<file path="config.mk">
export PLATFORM = sky130hd
export DESIGN_NAME = page_replacement_fifo_lru_flat
export DESIGN_NICKNAME = d
export VERILOG_FILES = /design/src/prfl_pkg.sv /design/src/prfl_if.sv /design/src/prfl_mem.sv /design/src/prfl_seq.sv /design/src/prfl_dp.sv /design/src/page_replacement_fifo_lru.sv /design/src/flat_wrapper.sv
export SDC_FILE = /design/constraint.sdc
export NUM_CORES = 1
export LEC_CHECK = 0
export ABC_AREA = 1
export BUFFER_PORTS_ARGS = -buffer_cell sky130_fd_sc_hd__clkbuf_2
export CAP_MARGIN = 30
export CORE_ASPECT_RATIO = 1.5
export CORE_MARGIN = 2
export CORE_UTILIZATION = 40
export CTS_BUF_LIST = sky130_fd_sc_hd__clkbuf_8
export CTS_CLUSTER_DIAMETER = 60
export DETAILED_ROUTE_END_ITERATION = 12
export HOLD_SLACK_MARGIN = 0.1
export MAX_ROUTING_LAYER = met4
export PLACE_DENSITY = 0.64
export SYNTH_ARGS = -nofsm -noshare
export SYNTH_HDL_FRONTEND = slang
export SYNTH_SLANG_ARGS = --single-unit
export TNS_END_PERCENT = 20
</file>
<file path="constraint.sdc">
create_clock -name clk_i -period 3.5 [get_ports clk_i]
set_clock_uncertainty 0.2 [all_clocks]
set_input_delay 0.35 -clock clk_i [delete_from_list [all_inputs] [get_ports clk_i]]
set_output_delay 0.35 -clock clk_i [all_outputs]
set_load 0.02 [all_outputs]
</file>
<file path="src/prfl_pkg.sv">
package prfl_pkg;

  localparam int unsigned PAGE_IN_W = 16;
  localparam int unsigned AGE_W     = 16;
  localparam int unsigned CNT_W     = 16;
  localparam int unsigned FIDX_W    = 3;
  localparam int unsigned CFG_IDX_W = 1;
  localparam int unsigned CFG_DAT_W = 4;

  localparam logic [AGE_W-1:0] AGE_MAX   = '1;
  localparam logic [CNT_W-1:0] COUNT_MAX = '1;

  localparam logic [CFG_IDX_W-1:0] REG_POLICY_MODE   = 1'd0;
  localparam logic [CFG_IDX_W-1:0] REG_FRAMES_IN_USE = 1'd1;

  localparam logic [CFG_DAT_W-1:0] FRAMES_IN_USE_RST = 4'd8;

  typedef enum logic [1:0] {
    ST_WAIT,
    ST_SCAN,
    ST_COMMIT
  } step_e;

  typedef enum logic [1:0] {
    C_ALWAYS,
    C_IN_VALID,
    C_MORE,
    C_OUT_FREE
  } cond_e;

  typedef struct packed {
    logic  acc;
    logic  rd;
    logic  ev;
    logic  commit;
    cond_e cond;
    step_e jmp_t;
    step_e jmp_f;
  } ctrl_t;

  typedef struct packed {
    logic in_valid;
    logic more;
    logic out_free;
  } stat_t;

  typedef struct packed {
    logic              is_fault;
    logic [FIDX_W-1:0] frame_index;
    logic [CNT_W-1:0]  fault_total;
  } result_t;

  function automatic ctrl_t ucode(step_e step);
    ctrl_t w;
    w = '{acc: 1'b0, rd: 1'b0, ev: 1'b0, commit: 1'b0,
          cond: C_ALWAYS, jmp_t: ST_WAIT, jmp_f: ST_WAIT};
    unique case (step)
      ST_WAIT: begin
        w.acc   = 1'b1;
        w.cond  = C_IN_VALID;
        w.jmp_t = ST_SCAN;
        w.jmp_f = ST_WAIT;
      end
      ST_SCAN: begin
        w.rd    = 1'b1;
        w.ev    = 1'b1;
        w.cond  = C_MORE;
        w.jmp_t = ST_SCAN;
        w.jmp_f = ST_COMMIT;
      end
      ST_COMMIT: begin
        w.commit = 1'b1;
        w.cond   = C_OUT_FREE;
        w.jmp_t  = ST_WAIT;
        w.jmp_f  = ST_COMMIT;
      end
      default: begin
        w.cond  = C_ALWAYS;
        w.jmp_t = ST_WAIT;
        w.jmp_f = ST_WAIT;
      end
    endcase
    return w;
  endfunction

endpackage

</file>
<file path="src/prfl_if.sv">
interface prfl_in_if;
  logic                            valid;
  logic                            ready;
  logic [prfl_pkg::PAGE_IN_W-1:0]  page_number;
  logic                            start_new;

  modport source (output valid, output page_number, output start_new, input ready);
  modport sink   (input valid, input page_number, input start_new, output ready);
endinterface

interface prfl_out_if;
  logic                         valid;
  logic                         ready;
  logic                         is_fault;
  logic [prfl_pkg::FIDX_W-1:0]  frame_index;
  logic [prfl_pkg::CNT_W-1:0]   fault_total;

  modport source (output valid, output is_fault, output frame_index, output fault_total,
                  input ready);
  modport sink   (input valid, input is_fault, input frame_index, input fault_total,
                  output ready);
endinterface

</file>
<file path="src/prfl_mem.sv">
module prfl_mem #(
  parameter int unsigned DEPTH = 8,
  parameter int unsigned AW    = 3,
  parameter int unsigned DW    = 32
) (
  input  logic          clk_i,
  input  logic          re_i,
  input  logic [AW-1:0] raddr_i,
  output logic [DW-1:0] rdata_o,
  input  logic          we_i,
  input  logic [AW-1:0] waddr_i,
  input  logic [DW-1:0] wdata_i
);

  logic [DW-1:0] mem_q [DEPTH];
  logic [DW-1:0] rdata_q;

  always_ff @(posedge clk_i) begin
    if (we_i) begin
      mem_q[waddr_i] <= wdata_i;
    end
  end

  always_ff @(posedge clk_i) begin
    if (re_i) begin
      rdata_q <= mem_q[raddr_i];
    end
  end

  assign rdata_o = rdata_q;

endmodule

</file>
<file path="src/prfl_seq.sv">
module prfl_seq (
  input  logic              clk_i,
  input  logic              rst_ni,
  input  prfl_pkg::stat_t   stat_i,
  output prfl_pkg::ctrl_t   ctrl_o,
  output prfl_pkg::step_e   step_o
);

  prfl_pkg::step_e step_q, step_d;
  prfl_pkg::ctrl_t ctrl;
  logic            cond;

  always_ff @(posedge clk_i or negedge rst_ni) begin
    if (!rst_ni) begin
      step_q <= prfl_pkg::ST_WAIT;
    end else begin
      step_q <= step_d;
    end
  end

  always_comb begin
    ctrl = prfl_pkg::ucode(step_q);
    unique case (ctrl.cond)
      prfl_pkg::C_ALWAYS:   cond = 1'b1;
      prfl_pkg::C_IN_VALID: cond = stat_i.in_valid;
      prfl_pkg::C_MORE:     cond = stat_i.more;
      prfl_pkg::C_OUT_FREE: cond = stat_i.out_free;
      default:              cond = 1'b1;
    endcase
    step_d = cond ? ctrl.jmp_t : ctrl.jmp_f;
  end

  assign ctrl_o = ctrl;
  assign step_o = step_q;

endmodule

</file>
<file path="src/prfl_dp.sv">
module prfl_dp #(
  parameter int unsigned FRAMES    = 8,
  parameter int unsigned PAGE_BITS = 16
) (
  input  logic                                  clk_i,
  input  logic                                  rst_ni,
  input  prfl_pkg::ctrl_t                       ctrl_i,
  input  logic                                  in_fire_i,
  input  logic [prfl_pkg::PAGE_IN_W-1:0]        page_i,
  input  logic                                  start_i,
  input  logic                                  cmt_fire_i,
  input  logic [$clog2(FRAMES+1)-1:0]           n_i,
  input  logic                                  lru_i,
  output logic                                  more_o,
  output prfl_pkg::result_t                     result_o
);

  localparam int unsigned PW = (PAGE_BITS < prfl_pkg::PAGE_IN_W) ? PAGE_BITS
                                                                 : prfl_pkg::PAGE_IN_W;
  localparam int unsigned IW = (FRAMES > 1) ? $clog2(FRAMES) : 1;
  localparam int unsigned CW = $clog2(FRAMES + 1);
  localparam int unsigned AW = prfl_pkg::AGE_W;
  localparam int unsigned EW = PW + AW;

  logic [PW-1:0]             page_q;
  logic [CW-1:0]             ptr_q;
  logic [IW-1:0]             rptr_q;
  logic                      hit_q, emp_q;
  logic [IW-1:0]             hit_idx_q, emp_idx_q, best_idx_q;
  logic [AW-1:0]             best_q;
  logic [FRAMES-1:0]         valid_q;
  logic [prfl_pkg::CNT_W-1:0] fault_q, fault_nx;

  logic          rd_fire, we, ev_valid;
  logic [IW-1:0] raddr, waddr, slot;
  logic [EW-1:0] rdata, wdata;
  logic [PW-1:0] rd_page;
  logic [AW-1:0] rd_age;

  assign more_o   = ptr_q < n_i;
  assign rd_fire  = ctrl_i.acc ? in_fire_i : (ctrl_i.rd & more_o);
  assign raddr    = ctrl_i.acc ? '0 : ptr_q[IW-1:0];
  assign rd_page  = rdata[EW-1:AW];
  assign rd_age   = rdata[AW-1:0];
  assign ev_valid = valid_q[rptr_q];
  assign slot     = hit_q ? hit_idx_q : (emp_q ? emp_idx_q : best_idx_q);

  always_comb begin
    we    = 1'b0;
    waddr = rptr_q;
    wdata = {rd_page, rd_age + AW'(1)};
    if (cmt_fire_i) begin
      we    = ~hit_q | lru_i;
      waddr = slot;
      wdata = {page_q, AW'(1)};
    end else if (ctrl_i.ev) begin
      we = ev_valid & (rd_age != prfl_pkg::AGE_MAX);
    end
  end

  always_comb begin
    if (hit_q || fault_q == prfl_pkg::COUNT_MAX) begin
      fault_nx = fault_q;
    end else begin
      fault_nx = fault_q + prfl_pkg::CNT_W'(1);
    end
  end

  assign result_o.is_fault    = ~hit_q;
  assign result_o.frame_index = prfl_pkg::FIDX_W'(slot);
  assign result_o.fault_total = fault_nx;

  prfl_mem #(
    .DEPTH (FRAMES),
    .AW    (IW),
    .DW    (EW)
  ) u_mem (
    .clk_i   (clk_i),
    .re_i    (rd_fire),
    .raddr_i (raddr),
    .rdata_o (rdata),
    .we_i    (we),
    .waddr_i (waddr),
    .wdata_i (wdata)
  );

  always_ff @(posedge clk_i or negedge rst_ni) begin
    if (!rst_ni) begin
      ptr_q   <= '0;
      rptr_q  <= '0;
      hit_q   <= 1'b0;
      emp_q   <= 1'b0;
      valid_q <= '0;
      fault_q <= '0;
    end else begin
      if (in_fire_i) begin
        ptr_q  <= CW'(1);
        rptr_q <= '0;
        hit_q  <= 1'b0;
        emp_q  <= 1'b0;
        if (start_i) begin
          valid_q <= '0;
          fault_q <= '0;
        end
      end else if (ctrl_i.ev) begin
        if (rd_fire) begin
          ptr_q  <= ptr_q + CW'(1);
          rptr_q <= ptr_q[IW-1:0];
        end
        if (ev_valid && rd_page == page_q && !hit_q) begin
          hit_q <= 1'b1;
        end
        if (!ev_valid && !emp_q) begin
          emp_q <= 1'b1;
        end
      end else if (cmt_fire_i) begin
        valid_q[slot] <= 1'b1;
        fault_q       <= fault_nx;
      end
    end
  end

  always_ff @(posedge clk_i) begin
    if (in_fire_i) begin
      page_q <= page_i[PW-1:0];
    end else if (ctrl_i.ev) begin
      if (ev_valid && rd_page == page_q && !hit_q) begin
        hit_idx_q <= rptr_q;
      end
      if (!ev_valid && !emp_q) begin
        emp_idx_q <= rptr_q;
      end
      if (rptr_q == '0 || rd_age > best_q) begin
        best_q     <= rd_age;
        best_idx_q <= rptr_q;
      end
    end
  end

endmodule

</file>
<file path="src/page_replacement_fifo_lru.sv">
// Channel   | Dir | Handshake      | Beat payload
// page_i    | in  | valid / ready  | page_number[15:0], start_new
// result_o  | out | valid / ready  | is_fault, frame_index[2:0], fault_total[15:0]
// cfg       | in  | cfg_we_i       | cfg_idx_i[0], cfg_data_i[3:0]
//
// A reference takes an accept step, a scan of every active frame through the single
// read port of the frame store, and a commit step. Reset clears the valid bits and
// the fault count at once; there is no clearing pass. A stalled result_o holds only
// the commit step; the next beat is taken while an earlier result still waits.
module page_replacement_fifo_lru #(
  parameter int unsigned FRAMES    = 8,
  parameter int unsigned PAGE_BITS = 16
) (
  input  logic                               clk_i,
  input  logic                               rst_ni,
  input  logic                               cfg_we_i,
  input  logic [prfl_pkg::CFG_IDX_W-1:0]     cfg_idx_i,
  input  logic [prfl_pkg::CFG_DAT_W-1:0]     cfg_data_i,
  prfl_in_if.sink                            page_i,
  prfl_out_if.source                         result_o
);

  localparam int unsigned CW = $clog2(FRAMES + 1);

  logic                                policy_q;
  logic [prfl_pkg::CFG_DAT_W-1:0]      fiu_q;
  logic [CW-1:0]                       n_act;
  prfl_pkg::ctrl_t                     ctrl;
  prfl_pkg::stat_t                     stat;
  prfl_pkg::step_e                     step;
  prfl_pkg::result_t                   res, result_q;
  logic                                out_valid_q;
  logic                                in_fire, cmt_fire, more;

  always_ff @(posedge clk_i or negedge rst_ni) begin
    if (!rst_ni) begin
      policy_q <= 1'b0;
      fiu_q    <= prfl_pkg::FRAMES_IN_USE_RST;
    end else if (cfg_we_i) begin
      unique case (cfg_idx_i)
        prfl_pkg::REG_POLICY_MODE:   policy_q <= cfg_data_i[0];
        prfl_pkg::REG_FRAMES_IN_USE: fiu_q    <= cfg_data_i;
        default: ;
      endcase
    end
  end

  always_comb begin
    if (fiu_q == '0) begin
      n_act = CW'(1);
    end else if (32'(fiu_q) > FRAMES) begin
      n_act = CW'(FRAMES);
    end else begin
      n_act = CW'(fiu_q);
    end
  end

  assign page_i.ready  = ctrl.acc;
  assign in_fire       = page_i.valid & page_i.ready;
  assign stat.in_valid = page_i.valid;
  assign stat.more     = more;
  assign stat.out_free = ~out_valid_q | result_o.ready;
  assign cmt_fire      = ctrl.commit & stat.out_free;

  prfl_seq u_seq (
    .clk_i  (clk_i),
    .rst_ni (rst_ni),
    .stat_i (stat),
    .ctrl_o (ctrl),
    .step_o (step)
  );

  prfl_dp #(
    .FRAMES    (FRAMES),
    .PAGE_BITS (PAGE_BITS)
  ) u_dp (
    .clk_i      (clk_i),
    .rst_ni     (rst_ni),
    .ctrl_i     (ctrl),
    .in_fire_i  (in_fire),
    .page_i     (page_i.page_number),
    .start_i    (page_i.start_new),
    .cmt_fire_i (cmt_fire),
    .n_i        (n_act),
    .lru_i      (policy_q),
    .more_o     (more),
    .result_o   (res)
  );

  always_ff @(posedge clk_i or negedge rst_ni) begin
    if (!rst_ni) begin
      out_valid_q <= 1'b0;
    end else if (cmt_fire) begin
      out_valid_q <= 1'b1;
    end else if (result_o.ready) begin
      out_valid_q <= 1'b0;
    end
  end

  always_ff @(posedge clk_i) begin
    if (cmt_fire) begin
      result_q <= res;
    end
  end

  assign result_o.valid       = out_valid_q;
  assign result_o.is_fault    = result_q.is_fault;
  assign result_o.frame_index = result_q.frame_index;
  assign result_o.fault_total = result_q.fault_total;

`ifndef SYNTH
  a_accept_to_scan: assert property (@(posedge clk_i) disable iff (!rst_ni)
    in_fire |=> step == prfl_pkg::ST_SCAN)
    else $error("accepted beat did not start the frame scan");

  a_scan_end: assert property (@(posedge clk_i) disable iff (!rst_ni)
    (step == prfl_pkg::ST_SCAN && !more) |=> step == prfl_pkg::ST_COMMIT)
    else $error("frame scan ran past the active frames");

  a_commit_loads: assert property (@(posedge clk_i) disable iff (!rst_ni)
    cmt_fire |=> (out_valid_q && step == prfl_pkg::ST_WAIT))
    else $error("commit did not load the result register");
`endif

endmodule
</file>
<file path="src/flat_wrapper.sv">
// flat-port wrapper written by rule: the top's interface ports become plain ports
module page_replacement_fifo_lru_flat 
#(
  parameter int unsigned FRAMES    = 8,
  parameter int unsigned PAGE_BITS = 16
)
  (clk_i, rst_ni, cfg_we_i, cfg_idx_i, cfg_data_i, page_i_valid, page_i_page_number, page_i_start_new, page_i_ready, result_o_valid, result_o_is_fault, result_o_frame_index, result_o_fault_total, result_o_ready);
  prfl_in_if page_i_i ();
  prfl_out_if result_o_i ();
  input  logic clk_i;
  input  logic rst_ni;
  input  logic cfg_we_i;
  input  logic [prfl_pkg::CFG_IDX_W-1:0] cfg_idx_i;
  input  logic [prfl_pkg::CFG_DAT_W-1:0] cfg_data_i;
  input wire logic [$bits(page_i_i.valid)-1:0] page_i_valid;
  input wire logic [$bits(page_i_i.page_number)-1:0] page_i_page_number;
  input wire logic [$bits(page_i_i.start_new)-1:0] page_i_start_new;
  output wire logic [$bits(page_i_i.ready)-1:0] page_i_ready;
  output wire logic [$bits(result_o_i.valid)-1:0] result_o_valid;
  output wire logic [$bits(result_o_i.is_fault)-1:0] result_o_is_fault;
  output wire logic [$bits(result_o_i.frame_index)-1:0] result_o_frame_index;
  output wire logic [$bits(result_o_i.fault_total)-1:0] result_o_fault_total;
  input wire logic [$bits(result_o_i.ready)-1:0] result_o_ready;
  assign page_i_i.valid = page_i_valid;
  assign page_i_i.page_number = page_i_page_number;
  assign page_i_i.start_new = page_i_start_new;
  assign page_i_ready = page_i_i.ready;
  assign result_o_valid = result_o_i.valid;
  assign result_o_is_fault = result_o_i.is_fault;
  assign result_o_frame_index = result_o_i.frame_index;
  assign result_o_fault_total = result_o_i.fault_total;
  assign result_o_i.ready = result_o_ready;
  page_replacement_fifo_lru #(.FRAMES(FRAMES), .PAGE_BITS(PAGE_BITS)) u_core (.clk_i(clk_i), .rst_ni(rst_ni), .cfg_we_i(cfg_we_i), .cfg_idx_i(cfg_idx_i), .cfg_data_i(cfg_data_i), .page_i(page_i_i), .result_o(result_o_i));
endmodule
</file>
== Yosys cells after proc, flatten, opt, wreduce, memory -nomap -nowiden ==
Memories as Yosys holds them, arrays and structs flattened. A register that Yosys moved wholly into a read port is not among the register bits.
Index checks and enable logic that the tools add are counted.

* Logic and storage cells: 122
* Memories: 1
* Output and inout port bits: 22
* Flip-flop bits (word level): 102
* Memory bits (writable): 256
* Input bits: 27

* Muxes and demuxes: 45
* Order comparisons: 6
* Add/sub/neg operators: 3
* Bitwise logic cells: 11
* Reduce and logical (&&, ||, !) cells: 28
* Equal/unequal tests: 10

{| class="wikitable"
|+ Memory list
! memory !! depth !! width !! rd ports !! clocked after Yosys merged registers in !! write ports !! RTL line !! RTL
|-
| u_core.u_dp.u_mem.mem_q || 8 || 32 || 1 || 1 || 1 || prfl_mem.sv:15 || <nowiki>logic [DW-1:0] mem_q [DEPTH];</nowiki>
|}

{| class="wikitable"
|+ Operator list
! kind !! count
|-
| $mux 16 || 5
|-
| $add 16x1->16 const B || 2
|-
| $mux 32 || 1
|-
| $mux 8 || 4
|-
| $mux 3 || 7
|-
| $mux 4 || 5
|-
| $pmux 6 s3 || 1
|-
| $mux 1 || 17
|-
| $eq 16x16->1 || 1
|-
| $eq 16x16->1 const B || 1
|-
| $gt 16x16->1 || 1
|-
| $ne 16x16->1 const B || 1
|-
| $reduce_and 3->1 || 4
|-
| $reduce_bool 2->1 || 6
|-
| $reduce_and 2->1 || 5
|-
| $lt 3x4->1 const B || 2
|-
| $or 8x8->8 || 1
|-
| $eq 2x2->1 const B || 3
|-
| $add 4x1->4 const B || 1
|-
| $and 1x1->1 || 4
|-
| $eq 2x1->1 const B || 2
|-
| $gt 4x4->1 const B || 1
|-
| $logic_and 1x1->1 || 4
|-
| $logic_not 2->1 || 2
|-
| other kinds (13) || 22
|}

== Depth between registers and ports, before layout ==
* Depth in word-level cells: 10
* Depth in mapped cells: 13
* Mapped depth without buffers: 13

== Hierarchy ==
From an unflattened synthesis, not the netlist that was laid out.

* Cell total of the unflattened synthesis: 1893
* Area, all modules: 18143.7 µm²

{| class="wikitable"
|+ By module, submodules not included
! module !! cells an instance !! area each (µm²) !! sequential area each (µm²) !! times used
|-
| prfl_mem || 1156 || 12192.9 || 8648.3 || 1
|-
| prfl_dp || 647 || 4834.6 || 2057.0 || 1
|-
| page_replacement_fifo_lru || 62 || 897.1 || 752.0 || 1
|-
| prfl_seq || 28 || 219.0 || 50.0 || 1
|}

== Worst setup path after synthesis ==
Ideal clock, no wire load.

* Path kind: register to register
* Start point: reg u_core.u_seq.step_q[0], in the netlist u_core.u_seq.step_o[0]
* End point: mem u_core.u_dp.u_mem.mem_q[1][0], enable pin
* Buffers on the path: 1
* Data required time: 2868 ps
* Cell stages (with the launch flop): 9
* Period minus slack after synthesis: 3546 ps
* Data arrival time: 2914 ps
* Slack: -46 ps
* Library setup time: 432 ps
* Cells stage by stage: dfrtp_1 inv_1 ha_1 nand2_1 inv_1 buf_2 nor2_1 nand3_1 a21oi_1

* Word-level cells in the longest chain between the ends: 6
* Elaborated cells on any way between the ends: 10
* Those cells by class: eq/ne: 2; mux: 7; bitwise: 1

{| class="wikitable"
|+ Ends and longest elaborated chain
! item !! RTL line !! RTL
|-
| from (decl) || prfl_seq.sv:9 || <nowiki>prfl_pkg::step_e step_q, step_d;</nowiki>
|-
| from (signal assigned) || prfl_seq.sv:15 || <nowiki>step_q <= prfl_pkg::ST_WAIT;</nowiki>
|-
| from (signal assigned) || prfl_seq.sv:17 || <nowiki>step_q <= step_d;</nowiki>
|-
| $eq 2x1->1 or $eq 2x2->1 (tied branches) || prfl_pkg.sv:57 || <nowiki>unique case (step)</nowiki>
|-
| $mux 2 or $mux 1 (tied branches) || prfl_pkg.sv:57 ||
|-
| $mux 1 or $and 1x1->1 (tied branches) || prfl_dp.sv:56, page_replacement_fifo_lru.sv:63 ||
|-
| $mux 1 || prfl_dp.sv:52 || <nowiki>if (cmt_fire_i) begin</nowiki>
|-
| $mux 1 || prfl_mem.sv:19 || <nowiki>if (we_i) begin</nowiki>
|-
| $mux 1 (implied by the code) || prfl_mem.sv:20 || <nowiki>mem_q[waddr_i] <= wdata_i;</nowiki>
|-
| to (decl) || prfl_mem.sv:15 ||
|}

Parallel ways exist; a longest one is shown, timed or not.

== Worst setup path after layout ==
* Start point: reg u_core.u_dp.rptr_q[0]
* End point: mem u_core.u_dp.u_mem.mem_q[5][12], enable pin

* Word-level cells in the longest chain between the ends: 7
* Elaborated cells on any way between the ends: 8
* Those cells by class: mux: 7; bitwise: 1

{| class="wikitable"
|+ Ends and longest elaborated chain
! item !! RTL line !! RTL
|-
| from (decl) || prfl_dp.sv:27 || <nowiki>logic [IW-1:0] rptr_q;</nowiki>
|-
| from (signal assigned) || prfl_dp.sv:108 || <nowiki>rptr_q <= ptr_q[IW-1:0];</nowiki>
|-
| $bmux 1 s3 || prfl_dp.sv:45 || <nowiki>assign ev_valid = valid_q[rptr_q];</nowiki>
|-
| $mux 1 (implied by the code) || prfl_dp.sv:45 ||
|-
| $and 1x1->1 || prfl_dp.sv:57 || <nowiki>we = ev_valid & (rd_age != prfl_pkg::AGE_MAX);</nowiki>
|-
| $mux 1 || prfl_dp.sv:56 || <nowiki>end else if (ctrl_i.ev) begin</nowiki>
|-
| $mux 1 || prfl_dp.sv:52 ||
|-
| $mux 1 || prfl_mem.sv:19 ||
|-
| $mux 1 (implied by the code) || prfl_mem.sv:20 ||
|}

Parallel ways exist; a longest one is shown, timed or not. The select of a mux whose other input is x is not followed.

==> results.tsv <==
metric	value	unit
status	complete, no violations	
Synth Warn #	0	
Setup Buffers After CTS	0	
largest net degree at the start of global routing	129	
GR Util met3	0.0256	
# clock sinks	390	
cell area power density	849	nW/um2
met1 Resource Use GR	0.210	
TritonCTS Buffers	56	
Crit Path Category	reg2reg	
endpoint class of the critical path	flip-flop	
CTS tree	built	
Max Fclk	0.339	GHz
cell area after layout	19700	um2
RSZ-0062 raised after global routing	no	
GR Util met2	0.322	
Initial DRT Pass Iterations	5	
DR WL/cell	18.0	um
Max Root-Sink Buffers	3	
Leak	7.39	nW
DP Wirelength	23900	um
Area contributors post-synth	edfxtp_1, nand2_1, dfrtp_1	
Reg-to-Reg End	u_core.u_dp.u_mem.mem_q[5][12]	
Post-Route WL	39600	um
vias	11300	
worst slew pin tran	988	ps
Post-Synthesis Cells	1474	
Tmin final	2950	ps
Inst Count DP	2058	
Final nets	1639	
Post-synth top cells	nand2_1, edfxtp_1, inv_1	
die area	44300	um2
clock-pin slew on the worst setup and hold paths	60	ps
# IOs	49	
worst setup path endpoint	u_core.u_dp.u_mem.mem_q[5][12]	
Mapped Avg Cell Area	11.6	um2
PortBufs	48	
Row Count	92	
initial antenna violation count	1	
area growth from synthesis to layout	15.7	%
Final WS setup	547	ps
DRC viols	0	
Mapped Nets	1528	
DP Worst Slack	558	ps
Max Transition Viols Final	0	
Post-synth EDFFs	349	
required time worst endpoint	3550	ps
Final setup viols	0	
Reg2Reg Launch Point	u_core.u_dp.rptr_q[0]	
worst hold path startpoint	page_i_page_number[3]	
Data arrival, critical path	3000	ps
setup TNS	0	ps
cell at the root of the clock tree	clkbuf_8	
worst hold-check path type	in2reg	
Hold WS	228	ps
top_reg_cell synth	edfxtp_1	
Hold Path Cell Cnt	2	
Core ar.	42000	um2
Slew HR	0.336	
top-count cell post-synth	nand2_1	
top-area cell type share of the netlist area	0.614	
CP Max Fanout	32	
CP startpoint	u_core.u_dp.rptr_q[0]	
Initial Utilization	0.406	
ys async rst share	0.105	
Die W	173	um
Seq/Total Area, Yosys	0.675	
vias in the first global route	11500	
Placed Area	18200	um2
reg2reg setup slack	550	ps
layer with the highest usage	met2	
Clock Latency Late Sink	630	ps
Yosys cell types	45	
Post-Syn Area	17100	um2
DRT iter0 DRCs	888	
DR vias/cell	5.17	
VDD IR max	0.000413	V
crit start category	flip-flop	
R2R cell count	9	
post-route insts no fill	2194	
maximum capacitance violations	0	
period utilisation layout	0.844	
first-pass GRT wire length	62800	um
Synth area leader	edfxtp_1	
final hold vios	0	
remaining global-route overflow	0	
Tot GR Track Use	0.185	
ANT nets after route	0	
Seq cells post-synth	390	
global placement routability congestion	0.846	
htree depth	2	
share of cells above drive strength 1	0.169	
Die Y	257	um
## cells in the final DEF (no fill, tap or decap), types with 8 or more instances in the layout
master / count
dlygate4sd3_1: 33
edfxtp_1: 349
nand2_2: 19
clkbuf_8: 59
o211ai_1: 32
xnor2_1: 9
o221ai_1: 32
bufinv_16: 8
a21oi_1: 57
xor2_1: 8
a31oi_1: 34
buf_12: 8
nand3b_1: 32
nand4_1: 11
nand3_1: 62
ha_1: 26
o21ai_0: 35
clkinv_1: 12
clkbuf_2: 48
nand2_1: 354
o21ai_2: 8
nor2_1: 84
nor3_1: 12
buf_4: 26
inv_1: 113
dfrtp_1: 39
a21oi_4: 8
or2_2: 64
## through the flow
stage	power [mW]	utilization
after floorplan	10.9	-
after global placement	12.8	0.432
after detailed placement	12.9	0.433
after CTS	16.9	0.470
after global routing	17.8	0.470
final	16.8	0.470
## area by class of cell
cell class / instances / area (um2)
multi-input combinational: 918 / 4980
sequential: 390 / 11500
clock inverter: 43 / 408
tap: 564 / 706
timing repair buffer: 115 / 926
fill: 3719 / 22300
antenna: 1 / 2.50
clock buffer: 59 / 812
inverter: 104 / 397
## worst min path at each step
stage,to,slack (ps)
after floorplan,u_core.fiu_q[0],-150
after global placement,u_core.fiu_q[0],270
after detailed placement,u_core.u_dp.fault_q[14],70
after CTS,u_core.u_dp.page_q[3],190
after global routing,u_core.u_dp.page_q[3],220
final,u_core.u_dp.page_q[3],230
## state kept, by name, indices dropped and copies added (netlist names)
signal	cells
u_core.result_o.fault_total	16
u_core.u_dp.valid_q	8
u_core.policy_q	1
u_core.u_dp.hit_q	1
u_core.u_dp.emp_q	1
u_core.u_dp.u_mem.mem_q	256
u_core.fiu_q	4
u_core.u_dp.rptr_q	3
u_core.u_dp.best_q	16
u_core.u_dp.emp_idx_q	3
u_core.u_seq.step_o	2
u_core.u_dp.fault_q	16
u_core.u_dp.hit_idx_q	3
u_core.result_o.is_fault	1
u_core.result_o.frame_index	3
u_core.u_dp.u_mem.rdata_o	32
u_core.u_dp.ptr_q	4
u_core.result_o.valid	1
u_core.u_dp.best_idx_q	3
u_core.u_dp.page_q	16
## what timing repair did
| item | CTS | global route |
|---|---|---|
| hold endpoints to repair | 82 | 0 |
| gates resized for setup | 0 | 0 |
| endpoints found under the setup margin | 0 | 0 |
| hold buffers | 33 | 0 |
## per-layer routing
layer	routed length, um	share of wire
met2	20400	0.52
met4	1620	0.041
met1	15600	0.39
met5	0	0
met3	1940	0.049
## power breakdown
group / leakage [nW] / internal [mW] / switching [mW]
Sequential: 3.73 / 6.92 / 0.548
Clock: 0.668 / 2.16 / 1.75
Combinational: 2.99 / 1.62 / 3.75
Total: 7.39 / 10.7 / 6.04
## worst max-delay path, cell delays in order (launching register included)
cell	delay, ps
dfrtp_1	480
inv_1	200
nand2_1	70
nand3_1	70
nand2_1	50
o21ai_0	490
nand3_1	140
buf_4	240
a21oi_4	130
buf_4	490
## cells by family after synthesis
kind of cell / Yosys count / synth area share
xor+xnor: 17 / 0.00873
simple gates: 652 / 0.174
buf+inv: 166 / 0.0404
compound gates: 220 / 0.0815
mux: 2 / 0.00132
flops: 390 / 0.675
fa+ha+maj: 27 / 0.0198
Note: power is estimated with default switching activity, not from simulation.
